[src/assert_macros.svh]
// Assertion helpers used by the parser core.
`ifndef ASSERT_MACROS_SVH
`define ASSERT_MACROS_SVH

// Same-cycle implication, disabled while reset is asserted.
`define ASSERT_IMPLIES(label, clk, rst_n, ante, cons, msg) \
	label: assert property (@(posedge clk) disable iff (!(rst_n)) (ante) |-> (cons)) \
		else $error(msg);

// Next-cycle implication, disabled while reset is asserted.
`define ASSERT_NEXT(label, clk, rst_n, ante, cons, msg) \
	label: assert property (@(posedge clk) disable iff (!(rst_n)) (ante) |=> (cons)) \
		else $error(msg);

`endif

[src/cclp_pkg.sv]
`default_nettype none

package cclp_pkg;

	// Default key length limit
	localparam int MAX_KEY_CHARS_DEF = 8;

	localparam int NUM_KW = 16;
	localparam int KW_TEXT_W = 112;
	localparam logic [2:0] PREFIX_LEN = 3'd5;
	localparam logic [3:0] SET_HDR_LEN = 4'd4;
	localparam logic [16:0] VALUE_MAX = 17'd65535;
	localparam logic [16:0] VALUE_CLAMP = 17'd65536;

	localparam logic [7:0] CH_SPACE = 8'h20;
	localparam logic [7:0] CH_TAB = 8'h09;
	localparam logic [7:0] CH_STAR = 8'h2A;
	localparam logic [7:0] CH_EQ = 8'h3D;
	localparam logic [7:0] CH_0 = 8'h30;
	localparam logic [7:0] CH_9 = 8'h39;

	// Frame status codes
	localparam logic [1:0] ST_OK = 2'd0;
	localparam logic [1:0] ST_NOCMD = 2'd1;
	localparam logic [1:0] ST_BADFRAME = 2'd2;
	localparam logic [1:0] ST_BADSUM = 2'd3;

	// Command codes
	localparam logic [3:0] CMD_UNKNOWN = 4'd0;
	localparam logic [3:0] CMD_STAT = 4'd1;
	localparam logic [3:0] CMD_CFG = 4'd2;
	localparam logic [3:0] CMD_LOG = 4'd3;
	localparam logic [3:0] CMD_CLRLOG = 4'd4;
	localparam logic [3:0] CMD_SET = 4'd5;
	localparam logic [3:0] CMD_SAVE = 4'd6;
	localparam logic [3:0] CMD_DEFAULT = 4'd7;
	localparam logic [3:0] CMD_MODE_LITE = 4'd8;
	localparam logic [3:0] CMD_DEMO_ON = 4'd9;
	localparam logic [3:0] CMD_DEMO_OFF = 4'd10;
	localparam logic [3:0] CMD_MODE_PRO = 4'd11;

	typedef enum logic [4:0] {
		PH_SKIP   = 5'b00001,
		PH_PREFIX = 5'b00010,
		PH_BODY   = 5'b00100,
		PH_HEX    = 5'b01000,
		PH_DEAD   = 5'b10000
	} phase_t;

	typedef struct packed {
		logic notset;
		logic eq;
		logic vbad;
		logic vdigit;
	} set_flags_t;

	// Per-line running state (key storage kept apart, its width is a parameter)
	typedef struct packed {
		phase_t      phase;
		logic [2:0]  prefix_index;
		logic [7:0]  xor_sum;
		logic [1:0]  hex_count;
		logic [7:0]  received_sum;
		logic        hex_error;
		logic [15:0] keyword_alive;
		logic [3:0]  body_position;
		logic [16:0] value_acc;
		set_flags_t  flags;
	} line_state_t;

	typedef struct packed {
		logic [1:0]  frame_status;
		logic [3:0]  command_code;
		logic [63:0] set_key;
		logic [3:0]  set_key_length;
		logic [15:0] set_value;
	} result_t;

	function automatic line_state_t state_reset();
		line_state_t s;
		s.phase = PH_SKIP;
		s.prefix_index = '0;
		s.xor_sum = '0;
		s.hex_count = '0;
		s.received_sum = '0;
		s.hex_error = 1'b0;
		s.keyword_alive = '1;
		s.body_position = '0;
		s.value_acc = '0;
		s.flags = '0;
		return s;
	endfunction

	function automatic logic [7:0] prefix_char(input logic [2:0] idx);
		logic [7:0] ch;
		unique case (idx)
			3'd0: ch = "@";
			3'd1: ch = "C";
			3'd2: ch = "M";
			3'd3: ch = "D";
			3'd4: ch = ",";
			default: ch = 8'h00;
		endcase
		return ch;
	endfunction

	function automatic logic [7:0] set_char(input logic [1:0] idx);
		logic [7:0] ch;
		unique case (idx)
			2'd0: ch = "S";
			2'd1: ch = "E";
			2'd2: ch = "T";
			default: ch = ",";
		endcase
		return ch;
	endfunction

	// {error, nibble}; an invalid digit gives nibble F with the error bit set
	function automatic logic [4:0] hex_val(input logic [7:0] c);
		logic [4:0] r;
		if (c >= "0" && c <= "9") begin
			r = {1'b0, 4'(c - 8'h30)};
		end else if (c >= "A" && c <= "F") begin
			r = {1'b0, 4'(c - 8'h37)};
		end else if (c >= "a" && c <= "f") begin
			r = {1'b0, 4'(c - 8'h57)};
		end else begin
			r = 5'h1F;
		end
		return r;
	endfunction

	// Keyword text, right aligned: last character in the low byte
	function automatic logic [KW_TEXT_W-1:0] kw_text(input logic [3:0] k);
		logic [KW_TEXT_W-1:0] t;
		unique case (k)
			4'd0:  t = KW_TEXT_W'("STAT?");
			4'd1:  t = KW_TEXT_W'("CFG?");
			4'd2:  t = KW_TEXT_W'("LOG?");
			4'd3:  t = KW_TEXT_W'("CLRLOG");
			4'd4:  t = KW_TEXT_W'("LOGCLR");
			4'd5:  t = KW_TEXT_W'("SAVE");
			4'd6:  t = KW_TEXT_W'("RESET");
			4'd7:  t = KW_TEXT_W'("DEFAULT");
			4'd8:  t = KW_TEXT_W'({"MODE=PRO", "_LITE"});
			4'd9:  t = KW_TEXT_W'("MODE=LITE");
			4'd10: t = KW_TEXT_W'("DEMO=1");
			4'd11: t = KW_TEXT_W'("DEMO=ON");
			4'd12: t = KW_TEXT_W'("DEMO=0");
			4'd13: t = KW_TEXT_W'("DEMO=OFF");
			4'd14: t = KW_TEXT_W'("MODE=PRO");
			default: t = KW_TEXT_W'("MODE=BASIC");
		endcase
		return t;
	endfunction

	function automatic logic [3:0] kw_len(input logic [3:0] k);
		logic [3:0] n;
		unique case (k)
			4'd0, 4'd6: n = 4'd5;
			4'd1, 4'd2, 4'd5: n = 4'd4;
			4'd3, 4'd4, 4'd10, 4'd12: n = 4'd6;
			4'd7, 4'd11: n = 4'd7;
			4'd8: n = 4'd13;
			4'd9: n = 4'd9;
			4'd13, 4'd14: n = 4'd8;
			default: n = 4'd10;
		endcase
		return n;
	endfunction

	function automatic logic [3:0] kw_code(input logic [3:0] k);
		logic [3:0] c;
		unique case (k)
			4'd0: c = CMD_STAT;
			4'd1: c = CMD_CFG;
			4'd2: c = CMD_LOG;
			4'd3, 4'd4: c = CMD_CLRLOG;
			4'd5: c = CMD_SAVE;
			4'd6, 4'd7: c = CMD_DEFAULT;
			4'd8, 4'd9: c = CMD_MODE_LITE;
			4'd10, 4'd11: c = CMD_DEMO_ON;
			4'd12, 4'd13: c = CMD_DEMO_OFF;
			default: c = CMD_MODE_PRO;
		endcase
		return c;
	endfunction

endpackage

`default_nettype wire

[src/cclp_step.sv]
`default_nettype none

// Next-state logic for one byte of the line
module cclp_step #(
	parameter int MAX_KEY_CHARS = cclp_pkg::MAX_KEY_CHARS_DEF,
	parameter int KEY_W = 8 * MAX_KEY_CHARS,
	parameter int KCW = $clog2(MAX_KEY_CHARS + 2)
) (
	input  wire cclp_pkg::line_state_t st,
	input  wire logic [KEY_W-1:0]      key_shift,
	input  wire logic [KCW-1:0]        key_count,
	input  wire logic [7:0]            char_in,
	output cclp_pkg::line_state_t      st_n,
	output logic [KEY_W-1:0]           key_shift_n,
	output logic [KCW-1:0]             key_count_n
);

	logic [15:0] alive_n;
	logic [4:0]  hx;
	logic [19:0] acc_w;
	logic [3:0]  digit;

	// Keyword survivors after this body byte
	always_comb begin
		logic [cclp_pkg::KW_TEXT_W-1:0] t;
		logic [3:0] len;
		logic [3:0] idx;
		for (int k = 0; k < cclp_pkg::NUM_KW; k++) begin
			t = cclp_pkg::kw_text(4'(k));
			len = cclp_pkg::kw_len(4'(k));
			idx = len - 4'd1 - st.body_position;
			alive_n[k] = st.keyword_alive[k] && (st.body_position < len)
				&& (t[{idx, 3'b000} +: 8] == char_in);
		end
	end

	// Decimal accumulate: acc * 10 + digit
	assign digit = 4'(char_in - cclp_pkg::CH_0);
	assign acc_w = {st.value_acc, 3'b000} + {2'b00, st.value_acc, 1'b0} + 20'(digit);
	assign hx = cclp_pkg::hex_val(char_in);

	always_comb begin
		cclp_pkg::phase_t ph;
		st_n = st;
		key_shift_n = key_shift;
		key_count_n = key_count;
		ph = st.phase;
		if (ph == cclp_pkg::PH_SKIP && char_in != cclp_pkg::CH_SPACE
				&& char_in != cclp_pkg::CH_TAB) begin
			ph = cclp_pkg::PH_PREFIX;
		end
		st_n.phase = ph;
		unique case (ph)
			cclp_pkg::PH_PREFIX: begin
				if (st.prefix_index < cclp_pkg::PREFIX_LEN
						&& char_in == cclp_pkg::prefix_char(st.prefix_index)) begin
					st_n.xor_sum = st.xor_sum ^ char_in;
					st_n.prefix_index = st.prefix_index + 3'd1;
					if (st_n.prefix_index == cclp_pkg::PREFIX_LEN) begin
						st_n.phase = cclp_pkg::PH_BODY;
					end
				end else begin
					st_n.phase = cclp_pkg::PH_DEAD;
				end
			end
			cclp_pkg::PH_BODY: begin
				if (char_in == cclp_pkg::CH_STAR) begin
					st_n.phase = cclp_pkg::PH_HEX;
				end else begin
					st_n.xor_sum = st.xor_sum ^ char_in;
					st_n.keyword_alive = alive_n;
					// SET,key=value field tracking
					if (st.body_position < cclp_pkg::SET_HDR_LEN) begin
						if (char_in != cclp_pkg::set_char(st.body_position[1:0])) begin
							st_n.flags.notset = 1'b1;
						end
					end else if (!st.flags.eq) begin
						if (char_in == cclp_pkg::CH_EQ) begin
							st_n.flags.eq = 1'b1;
						end else if (key_count <= KCW'(MAX_KEY_CHARS)) begin
							key_count_n = key_count + KCW'(1);
							if (key_count_n <= KCW'(MAX_KEY_CHARS)) begin
								key_shift_n = (key_shift << 8) | KEY_W'(char_in);
							end
						end
					end else begin
						if (char_in >= cclp_pkg::CH_0 && char_in <= cclp_pkg::CH_9) begin
							st_n.flags.vdigit = 1'b1;
							if (acc_w > 20'(cclp_pkg::VALUE_MAX)) begin
								st_n.flags.vbad = 1'b1;
								st_n.value_acc = cclp_pkg::VALUE_CLAMP;
							end else begin
								st_n.value_acc = acc_w[16:0];
							end
						end else begin
							st_n.flags.vbad = 1'b1;
						end
					end
					// Body length saturates at 15
					if (st.body_position != 4'hF) begin
						st_n.body_position = st.body_position + 4'd1;
					end
				end
			end
			cclp_pkg::PH_HEX: begin
				if (st.hex_count < 2'd2) begin
					if (hx[4]) begin
						st_n.hex_error = 1'b1;
					end
					st_n.received_sum = {st.received_sum[3:0], hx[3:0]};
					st_n.hex_count = st.hex_count + 2'd1;
				end
			end
			default: begin
			end
		endcase
	end

endmodule

`default_nettype wire

[src/cclp_eval.sv]
`default_nettype none

// End-of-line evaluation: frame checks, keyword pick and SET validation
module cclp_eval #(
	parameter int MAX_KEY_CHARS = cclp_pkg::MAX_KEY_CHARS_DEF,
	parameter int KEY_W = 8 * MAX_KEY_CHARS,
	parameter int KCW = $clog2(MAX_KEY_CHARS + 2)
) (
	input  wire cclp_pkg::line_state_t st,
	input  wire logic [KEY_W-1:0]      key_shift,
	input  wire logic [KCW-1:0]        key_count,
	output cclp_pkg::result_t          res
);

	logic            set_ok;
	logic [3:0]      kw_hit;
	cclp_pkg::result_t body_res;

	assign set_ok = (st.body_position >= cclp_pkg::SET_HDR_LEN) && !st.flags.notset
		&& st.flags.eq && (key_count != '0) && (key_count <= KCW'(MAX_KEY_CHARS))
		&& st.flags.vdigit && !st.flags.vbad;

	// First surviving keyword whose length equals the body length
	always_comb begin
		logic found;
		found = 1'b0;
		kw_hit = cclp_pkg::CMD_UNKNOWN;
		for (int k = 0; k < cclp_pkg::NUM_KW; k++) begin
			if (!found && st.keyword_alive[k]
					&& st.body_position == cclp_pkg::kw_len(4'(k))) begin
				kw_hit = cclp_pkg::kw_code(4'(k));
				found = 1'b1;
			end
		end
	end

	always_comb begin
		body_res = '0;
		body_res.frame_status = cclp_pkg::ST_OK;
		if (set_ok) begin
			body_res.command_code = cclp_pkg::CMD_SET;
			body_res.set_key = 64'(key_shift);
			body_res.set_key_length = 4'(key_count);
			body_res.set_value = st.value_acc[15:0];
		end else begin
			body_res.command_code = kw_hit;
		end
	end

	always_comb begin
		res = '0;
		if (st.phase == cclp_pkg::PH_BODY) begin
			res = body_res;
		end else if (st.phase == cclp_pkg::PH_HEX) begin
			if (st.hex_count < 2'd2) begin
				res.frame_status = cclp_pkg::ST_BADFRAME;
			end else if (st.hex_error || st.received_sum != st.xor_sum) begin
				res.frame_status = cclp_pkg::ST_BADSUM;
			end else begin
				res = body_res;
			end
		end else begin
			res.frame_status = cclp_pkg::ST_NOCMD;
		end
	end

endmodule

`default_nettype wire

[src/checked_command_line_parser_core.sv]
// Data path: the last byte of a line is taken into the input register, then next-state/evaluation
// logic loads its result into the result (output) register, unless a held result stalls it.
// Throughput: one byte per cycle; input stalls only when a last byte meets a held result.
// Reset: arst_n asynchronous, active low; clears handshake state and the line parser.
`default_nettype none
`include "assert_macros.svh"

module checked_command_line_parser_core #(
	parameter int MAX_KEY_CHARS = cclp_pkg::MAX_KEY_CHARS_DEF
) (
	input  wire logic        clk,
	input  wire logic        arst_n,
	input  wire logic        in_valid,
	output logic             in_stall,
	input  wire logic [7:0]  char_in,
	input  wire logic        last_char,
	output logic             out_valid,
	input  wire logic        out_stall,
	output logic [1:0]       frame_status,
	output logic [3:0]       command_code,
	output logic [63:0]      set_key,
	output logic [3:0]       set_key_length,
	output logic [15:0]      set_value
);

	localparam int KEY_W = 8 * MAX_KEY_CHARS;
	localparam int KCW = $clog2(MAX_KEY_CHARS + 2);

	logic        valid_s1;
	logic [7:0]  char_s1;
	logic        last_s1;
	logic        blocked;
	logic        proc;

	cclp_pkg::line_state_t st_q, st_n;
	logic [KEY_W-1:0]      key_q, key_n;
	logic [KCW-1:0]        kcnt_q, kcnt_n;
	cclp_pkg::result_t     res_n, res_q;
	logic                  out_valid_q;

	// A last beat cannot advance while a previous result is still held
	assign blocked = valid_s1 && last_s1 && out_valid_q && out_stall;
	assign in_stall = blocked;
	assign proc = valid_s1 && !blocked;

	// Input register
	always_ff @(posedge clk or negedge arst_n) begin
		if (!arst_n) begin
			valid_s1 <= 1'b0;
		end else if (!in_stall) begin
			valid_s1 <= in_valid;
		end
	end

	always_ff @(posedge clk) begin
		if (in_valid && !in_stall) begin
			char_s1 <= char_in;
			last_s1 <= last_char;
		end
	end

	cclp_step #(
		.MAX_KEY_CHARS(MAX_KEY_CHARS),
		.KEY_W(KEY_W),
		.KCW(KCW)
	) u_step (
		.st(st_q),
		.key_shift(key_q),
		.key_count(kcnt_q),
		.char_in(char_s1),
		.st_n(st_n),
		.key_shift_n(key_n),
		.key_count_n(kcnt_n)
	);

	cclp_eval #(
		.MAX_KEY_CHARS(MAX_KEY_CHARS),
		.KEY_W(KEY_W),
		.KCW(KCW)
	) u_eval (
		.st(st_n),
		.key_shift(key_n),
		.key_count(kcnt_n),
		.res(res_n)
	);

	// Line state: returns to its reset value after every last beat
	always_ff @(posedge clk or negedge arst_n) begin
		if (!arst_n) begin
			st_q <= cclp_pkg::state_reset();
			key_q <= '0;
			kcnt_q <= '0;
		end else if (proc) begin
			if (last_s1) begin
				st_q <= cclp_pkg::state_reset();
				key_q <= '0;
				kcnt_q <= '0;
			end else begin
				st_q <= st_n;
				key_q <= key_n;
				kcnt_q <= kcnt_n;
			end
		end
	end

	// Result register
	always_ff @(posedge clk or negedge arst_n) begin
		if (!arst_n) begin
			out_valid_q <= 1'b0;
		end else if (proc && last_s1) begin
			out_valid_q <= 1'b1;
		end else if (!out_stall) begin
			out_valid_q <= 1'b0;
		end
	end

	always_ff @(posedge clk) begin
		if (proc && last_s1) begin
			res_q <= res_n;
		end
	end

	assign out_valid = out_valid_q;
	assign frame_status = res_q.frame_status;
	assign command_code = res_q.command_code;
	assign set_key = res_q.set_key;
	assign set_key_length = res_q.set_key_length;
	assign set_value = res_q.set_value;

	`ASSERT_IMPLIES(a_result_from_last, clk, arst_n, out_valid_q && !$past(out_valid_q), $past(valid_s1 && last_s1), "result without a last beat")
	`ASSERT_IMPLIES(a_not_ok_zero, clk, arst_n, out_valid_q && res_q.frame_status != cclp_pkg::ST_OK, res_q.command_code == cclp_pkg::CMD_UNKNOWN && res_q.set_key == '0 && res_q.set_key_length == '0 && res_q.set_value == '0, "non-ok status carries fields")
	`ASSERT_IMPLIES(a_key_len_limit, clk, arst_n, out_valid_q, res_q.set_key_length <= 4'(MAX_KEY_CHARS), "key length over limit")
	`ASSERT_IMPLIES(a_set_has_key, clk, arst_n, out_valid_q && res_q.command_code == cclp_pkg::CMD_SET, res_q.set_key_length != '0, "SET without key")
	`ASSERT_NEXT(a_line_restart, clk, arst_n, proc && last_s1, st_q.phase == cclp_pkg::PH_SKIP && st_q.xor_sum == '0 && kcnt_q == '0, "state not cleared after line end")

endmodule

`default_nettype wire

[config.mk]
export PLATFORM = sky130hd
export DESIGN_NAME = checked_command_line_parser_core
export DESIGN_NICKNAME = d
export VERILOG_FILES = /design/src/cclp_pkg.sv /design/src/cclp_step.sv /design/src/cclp_eval.sv /design/src/checked_command_line_parser_core.sv
export VERILOG_INCLUDE_DIRS = /design/src /design/src/src
export SDC_FILE = /design/constraint.sdc
export NUM_CORES = 1
export LEC_CHECK = 0
export ABC_AREA = 1
export ABC_CLOCK_PERIOD_IN_PS = 9420
export BUFFER_PORTS_ARGS = -buffer_cell sky130_fd_sc_hd__buf_2
export CAP_MARGIN = 10
export CORE_ASPECT_RATIO = 0.9
export CORE_MARGIN = 5
export CORE_UTILIZATION = 40
export CTS_CLUSTER_SIZE = 12
export DETAILED_ROUTE_END_ITERATION = 12
export HOLD_SLACK_MARGIN = 0.03
export MAX_ROUTING_LAYER = met4
export PLACE_DENSITY_LB_ADDON = 0.1
export SYNTH_ARGS = -nofsm -noshare
export SYNTH_HDL_FRONTEND = slang
export SYNTH_SLANG_ARGS = --single-unit
[constraint.sdc]
create_clock -name clk -period 9.42 [get_ports clk]
set_input_delay 0.942 -clock clk [delete_from_list [all_inputs] [get_ports clk]]
set_output_delay 0.942 -clock clk [all_outputs]
set_load 0.02 [all_outputs]
=== Word-level counts from Yosys, hierarchy flattened ===
Cells that the tools add are included.
W data, S select, Z words.

* Bitwise logic cells: 3
* Reductions and logical operators: 111
* Eq/ne operators: 48
* Add/subtract/negate cells: 17
* Muxes and demuxes: 95
* Shift operators: 16
* Magnitude comparators: 22

{| class="wikitable"
|+ Operator list
! cell !! number
|-
| $shiftx A112 B8 Y8 const A || 16
|-
| $mux W64 || 8
|-
| $mux W88 || 4
|-
| $eq A8 B8 Y1 || 17
|-
| $mux W4 || 24
|-
| $mux W84 || 1
|-
| $mux W41 || 2
|-
| $logic_and A1 B1 Y1 || 81
|-
| $mux W17 || 4
|-
| $mux W68 || 1
|-
| $or A64 B8 Y64 || 1
|-
| $mux W8 || 5
|-
| $mux W5 || 7
|-
| $pmux W7 S5 || 1
|-
| $mux W11 || 3
|-
| $mux W1 || 27
|-
| $pmux W7 S3 || 1
|-
| $add A20 B18 Y20 || 1
|-
| $add A20 B4 Y20 || 1
|-
| $gt A20 B16 Y1 const B || 1
|-
| $logic_not A1 Y1 || 18
|-
| $eq A4 B3 Y1 const B || 4
|-
| $eq A4 B4 Y1 const B || 4
|-
| $eq A8 B6 Y1 const B || 2
|-
| 47 further kinds || 78
|}

* Bits in registers: 237
* Logic and storage cells: 338
* Output and inout port bits: 92
* Input bits: 13

=== Logic depth before layout (Yosys ltp) ===
Gate-level depths: netlist of the first run.

* Depth in word-level cells: 79
* Gate-level depth with buffers: 30
* Depth with buffers taken out: 26

=== Hierarchy ===
Synthesis of the first run repeated with hierarchy kept, for this count alone.

* Cell total of the unflattened synthesis: 2199
* Area total of the unflattened synthesis: 16620.9 sq um

{| class="wikitable"
|+ By module, submodules not included
! module !! area an instance (sq um) !! seq. area each (sq um) !! cells an instance !! instances
|-
| checked_command_line_parser_core || 8373.0 || 6447.4 || 710 || 1
|-
| cclp_step || 6334.8 || 0.0 || 1175 || 1
|-
| cclp_eval || 1913.1 || 0.0 || 314 || 1
|}

=== Least setup slack after synthesis of the first run ===
OpenSTA, ideal clock, no wires.

* Kind: input to register
* Start point: in out_stall
* End point: reg res_q (netlist bit command_code[0]) (enable)
* Library setup time: 0.490 ns
* Setup slack: 4.438 ns
* Stages on the path: 6
* Required time: 8.930 ns
* Arrival time: 4.492 ns
* Cells stage by stage: nand2_1 > nor3_1 > nor2_1 > inv_1 > nor2_1 > clkbuf_1

* Cells in the longest elaborated chain, start to end: 4

{| class="wikitable"
|+ RTL lines
! element !! RTL line !! source
|-
| from (decl) || checked_command_line_parser_core.sv:18 || <nowiki>input wire logic out_stall,</nowiki>
|-
| $logic_and A1 B1 Y1 || checked_command_line_parser_core.sv:42 || <nowiki>assign blocked = valid_s1 && last_s1 && out_valid_q && out_stall;</nowiki>
|-
| via in_stall || checked_command_line_parser_core.sv:14 || <nowiki>output logic in_stall,</nowiki>
|-
| $logic_not A1 Y1 || checked_command_line_parser_core.sv:44 || <nowiki>assign proc = valid_s1 && !blocked;</nowiki>
|-
| $logic_and A1 B1 Y1 || checked_command_line_parser_core.sv:44 ||
|-
| $logic_and A1 B1 Y1 || checked_command_line_parser_core.sv:118 || <nowiki>if (proc && last_s1) begin</nowiki>
|-
| to (signal assigned) || checked_command_line_parser_core.sv:119 || <nowiki>res_q <= res_n;</nowiki>
|-
| to (decl) || checked_command_line_parser_core.sv:38 || <nowiki>cclp_pkg::result_t res_n, res_q;</nowiki>
|}

The timed path passes the listed nets, and every way through them passes these cells.
A chain may end at the register's enable or synchronous reset.

==> results of run 1 <==
[flip-flops by register name, summed over array words and instances (netlist names)]
name,count
out_valid,1
last_s1,1
set_key_length,4
set_value,16
st_q,68
command_code,4
char_s1,8
frame_status,2
set_key,64
kcnt_q,4
valid_s1,1
key_q,64
[cells in the final DEF (no fill, tap or decap), drive strengths merged, types with 4 or more instances in the layout]
| master | count |
|---|---|
| nand2 | 446 |
| inv | 224 |
| nor2 | 208 |
| o21ai | 163 |
| buf | 124 |
| dfrtp | 121 |
| nand3 | 106 |
| edfxtp | 99 |
| o22ai | 91 |
| a21oi | 76 |
| ha | 72 |
| clkbuf | 35 |
| xor2 | 34 |
| nand4 | 33 |
| nor3 | 29 |
| o211ai | 18 |
| dfstp | 17 |
| clkinv | 13 |
| xnor2 | 11 |
| or2 | 10 |
| a22oi | 6 |
| bufinv | 6 |
| nand3b | 5 |
| o21a | 4 |
| a211oi | 4 |
| a32oi | 4 |
[worst paths after layout]
kind / from / end
max: char_s1[0] / set_key[2]
min: arst_n / st_q[58]
max reg2reg: char_s1[0] / set_key[2]
min reg2reg: st_q[25] / st_q[25]
max in group asynchronous: arst_n / key_q[13]
min in group clk: st_q[25] / st_q[25]
[critical path, cell delays in order (launching register included)]
cell	delay, ns
edfxtp_1	0.32
buf_4	0.35
inv_1	0.46
ha_1	0.36
nand2_1	0.11
nor2_1	0.05
nand2_1	0.08
nand4_1	0.10
nand2_1	0.10
nand2_1	0.06
nor2_2	0.46
nand2_1	0.38
o211ai_1	0.33
nand2_1	0.08
nand2_1	0.12
nor3_2	0.07
nand4_2	0.13
nand2_2	0.13
nand2_8	0.51
buf_4	0.77
nor2_1	0.08
[through the flow]
step | hold WS (ns) | util [%] | power, mW
after floorplan | 0.448 | - | 1.50
after global placement | 0.463 | 42.5 | 1.63
after detailed placement | 0.469 | 42.5 | 1.63
after CTS | 0.267 | 45.2 | 2.84
after global routing | 0.292 | 45.2 | 2.95
final | 0.292 | 45.2 | 2.81
[cell type report]
type | count | area (sq um) | area share [%]
clock inverter | 17 | 258 | 1.50
timing repair buffer | 124 | 677 | 3.93
sequential | 237 | 6450 | 37.4
multi-input combinational | 1349 | 7610 | 44.2
clock buffer | 35 | 767 | 4.45
inverter | 226 | 850 | 4.93
tap | 490 | 613 | 3.56
[power breakdown]
group          switching (mW)  internal, mW
clock                   0.451         0.741
combinational           0.340         0.134
sequential             0.0267          1.12
[per-layer routing]
metal | vias up | track usage [%] | wire length [um]
li1 | 6524 | - | -
met1 | 6376 | 32.1 | 21600
met2 | 443 | 30.5 | 19100
met3 | 68 | 2.79 | 2930
met4 | 0 | 4.47 | 960
met5 | - | - | 0
[kinds of logic after synthesis]
| kind of cell | Yosys count | synth area share, % |
|---|---|---|
| simple gates | 844 | 26.2 |
| xor+xnor | 45 | 2.57 |
| compound gates | 386 | 14.4 |
| buf+inv | 315 | 8.58 |
| flops | 237 | 42.1 |
| fa+ha+maj | 74 | 6.14 |
==> reports/qor.yml, run 1 <==
status: "finished clean"
fin_tns_setup_ns: 0
crit_type: "flop to flop"
setup_viol: 0
h-tree-depth: 1
clk_pin_slew_worst_paths_ns: 0.06
cp-end-kind: "flop"
finalMaxSlewViolations: 0
fin_area_sq_mm: 0.0172
num_vias: 13411
post-place-ws_ns: 4.06
die_w_um: 216
dieArea_sq_mm: 0.0424
worst_slew_pin_slew_ns: 1.16
netlist_top_cells_area: "dfrtp_1 20%, edfxtp_1 19%, nand2_1 11%"
syn_nets: 1988
min_path_type: "input port to asynchronous set/reset pin"
clk_latency_ns: 0.58
yosysUniqueCellTypes: 58
drt_iter0_drc: 997
grt_pass1_vias: 12743
post_cts.repair.setup_buffers: 0
path_max_fanout: 54
cts_tree: "done"
synth_edf_count: 99
relSlewSlack_pct: 22.6
num-fill-cells: 3785
period_share_pct: 58.1
wirelength_um: 44600
max-cap-violations: 0
avgSynthCellArea_sq_um: 8.07
wl_per_cell_um: 18.0
r2r_slack_ns: 3.95
routabilityCongestion: 0.962
hold_buffers: 0
dp.cells: 2426
synth-seq-area-share_pct: 42.1
rsz0062_at_grt: "false"
fp.coreArea_sq_mm: 0.0381
cts.repair.resized: 0
first_pass_iters: 5
cts.sinks: 237
synth_top_area_share_pct: 19.7
async_flop_share_pct: 58.2
rows: 68
final_layout_size_suffix_gt1_share_pct: 14.7
antenna_found_initial: 0
arrival_ns: 5.76
diodes: 0
grt_usage_pct: 21.2
worst_slack_ns: 3.95
reg2reg_depth: 20
clockBufferDepth: 3
finalClockSkew_ns: 0.0205
yosys.area.top_type: "dfrtp_1"
post_dp_cell_area_sq_mm: 0.0162
ant_nets: 0
p_leak_nw: 7.75
hpwl_um: 30200
vdd_drop_max_mv: 0.130
viasPerCell: 5.41
yosysMostFrequentCell: "nand2_1"
grt_start_max_net_pins: 97
synthTopCellsByCount: "441 x nand2_1, 210 x inv_1, 157 x o21ai_0"
final_cell_count_no_fill: 2478
cp.required_ns: 9.71
cts_root_buffer: "clkbuf_16"
start_kind: "flop"
synth-warning-count: 0
grt_overflow: 0
cts_buffers: 28
synth_seq_cells: 237
syn_inst: 1901
io_pins: 105
synth_area_sq_mm: 0.0153
period_minus_slack_ns: 5.47
die_y_um: 196
start_util_pct: 40.2
finalHoldViolCount: 0
drc: 0
fmax_mhz: 183
synthFlopType: "dfrtp_1"
io_buffer_count: 104
areaGrowthSynthToFinish_pct: 12.3
grt_pass1_wl_um: 71500
power_density_mw_per_mm2: 163
fin_nets: 2053
(Power assumes the default switching activity.)
==> run 2, diff against run 1 <==
Settings changed: ABC_CLOCK_PERIOD_IN_PS 9420 to 4740.
Clock period 9.42 ns to 4.74 ns, I/O delays scaled along.
==> reports/qor.yml, run 2 (same netlist as run 1, synthesis figures left out) <==
p_leak_nw: 7.91
path_max_fanout: 25
fin_area_sq_mm: 0.0175
min_path_type: "input port to flop"
totalPowerFinal_mw: 5.51
drc: 0
worst_slack_ns: 0.707
io_buffer_count: 104
h-tree-depth: 1
rsz0062_at_grt: "false"
fin_tns_setup_ns: 0
period_share_pct: 85.1
worst_slew_pin_slew_ns: 1.09
cts_root_buffer: "clkbuf_16"
arrival_ns: 4.45
finalHoldWorstSlack_ns: 0.0816
post-place-ws_ns: 0.722
rows: 68
final_layout_size_suffix_gt1_share_pct: 16.0
grt_pass1_vias: 12639
num-fill-cells: 3841
hpwl_um: 32000
cts.sinks: 237
post_dp_cell_area_sq_mm: 0.0165
routabilityCongestion: 0.899
finalMaxSlewViolations: 0
cp-end-kind: "flop"
final_cell_mix: "440 x nand2_1, 209 x inv_1, 157 x o21ai_0, 138 x nor2_1, 121 x dfrtp_1"
die_w_um: 216
antenna_found_initial: 0
switchingPower_mw: 1.61
grt_overflow: 0
path_cells: "fa_1 -> inv_1 -> fa_1 -> nand3b_1 -> nand2_1 -> nand3_1 -> nand3_1 -> nand2_1 -> nand2_1 -> a21oi_1 -> xor2_1 -> nand2_1 -> nor2_1 -> nand2_1 -> a21oi_1 -> nand2_1 -> inv_2 -> nand2_8 -> buf_12 -> nor2_1"
setup_viol: 0
multi_input_area_sq_mm: 0.00761
die_y_um: 196
final-seq-area_sq_mm: 0.00645
vdd_drop_max_mv: 0.256
crit_buf_inv: 3
power_density_mw_per_mm2: 315
power.clock.fraction_pct: 41.5
finalClockSkew_ns: 0.0211
clockBufferDepth: 3
post_cts.repair.setup_buffers: 0
path_delay_family: "simple AND/OR/NAND/NOR gates"
fin_nets: 2090
fp.coreArea_sq_mm: 0.0381
crit_type: "flop to flop"
relSlewSlack_pct: 27.6
clk_latency_ns: 0.57
wirelength_um: 45000
start_util_pct: 40.2
max-cap-violations: 0
grt_start_max_net_pins: 129
wl_per_cell_um: 17.9
period_minus_slack_ns: 4.03
diodes: 0
cts_tree: "done"
top_register: "st_q"
viasPerCell: 5.29
status: "finished clean"
layout_commonest_cell: "nand2_1"
grt_pass1_wl_um: 72000
switching_share_pct: 29.3
grt_usage_pct: 21.6
num_vias: 13311
critPathSlowestCell: "fa_1"
start_kind: "flop"
path_common_cell: "nand2_1"
cp.required_ns: 5.16
drt_iter0_drc: 1110
p_int_mw: 3.89
io_pins: 105
dieArea_sq_mm: 0.0424
finalHoldViolCount: 0
cts_buffers: 29
areaGrowthSynthToFinish_pct: 14.2
largest_reg_flops: 68
first_pass_iters: 5
power_frac_comb_pct: 17.1
seqPwrFrac_pct: 41.3
fmax_mhz: 248
clk_pin_slew_worst_paths_ns: 0.06
ant_nets: 0
crit_path_max_incr_delay_ns: 0.58
run 2: cell types whose count changed in the layout (fill, tap and decap cells not counted), sizes merged:
cell | before | now
clkinv | 13 | 8
bufinv | 6 | 4
dlygate4sd3 | 0 | 1
inv | 224 | 225
clkinvlp | 0 | 1
clkbuf | 35 | 42
buf | 124 | 159
run 2: per-layer routing:
layer | global-route usage, % | up-vias | routed length, um
li1 | - | 6584 | -
met1 | 32.3 | 6354 | 22100
met2 | 32.5 | 335 | 20000
met3 | 2.45 | 38 | 2310
met4 | 3.04 | 0 | 581
met5 | - | - | 0
run 2: worst register-to-register path, stage by stage (launching register included):
cell	delay, ns
edfxtp_1	0.42
fa_1	0.58
inv_1	0.07
fa_1	0.46
nand3b_1	0.20
nand2_1	0.15
nand3_1	0.11
nand3_1	0.10
nand2_1	0.06
nand2_1	0.06
a21oi_1	0.07
xor2_1	0.14
nand2_1	0.08
nor2_1	0.21
nand2_1	0.12
a21oi_1	0.19
nand2_1	0.13
inv_2	0.13
nand2_8	0.21
buf_12	0.28
nor2_1	0.11
run 2: final timing paths:
path / depth (start not counted) / startpoint / slack (ns) / to
max: 20 / char_s1[3] / 0.71 / set_key[3]
min: 1 / char_in[1] / 0.08 / char_s1[1]
max reg2reg: 20 / char_s1[3] / 0.71 / set_key[3]
min reg2reg: 2 / st_q[36] / 0.48 / st_q[36]
max in group asynchronous: 3 / arst_n / 3.22 / key_q[13]
min in group asynchronous: 2 / arst_n / 0.42 / valid_s1
run 2: final cells by class:
class | instances | area share (%)
clock buffers | 42 | 4.54
clock inverters | 12 | 1.08
inverters | 226 | 4.85
multi-input cells | 1349 | 43.4
flip-flops and latches | 237 | 36.8
well taps | 490 | 3.50
repair buffers | 160 | 5.78
run 2: what timing repair did:
| action | in CTS | in global routing |
|---|---|---|
| endpoints found under the hold margin | 40 | 0 |
| gates resized for setup | 0 | 0 |
| hold buffers | 1 | 0 |
run 2: power by group through the flow:
stage / combinational (mW) / clock (mW) / sequential, mW
2_1_floorplan: 0.643 / 0 / 2.34
3_3_place_gp: 0.921 / 0 / 2.31
3_5_place_dp: 0.934 / 0 / 2.31
4_1_cts: 0.940 / 2.35 / 2.27
5_1_grt: 1.04 / 2.42 / 2.28
6_report: 0.944 / 2.29 / 2.28
run 2: per-stage QoR:
step                      util, %  instances
after floorplan                 -       1901
after global placement       43.3       2461
after detailed placement     43.3       2461
after CTS                    45.9       2516
after global routing         45.9       2516
final                        45.9       2516
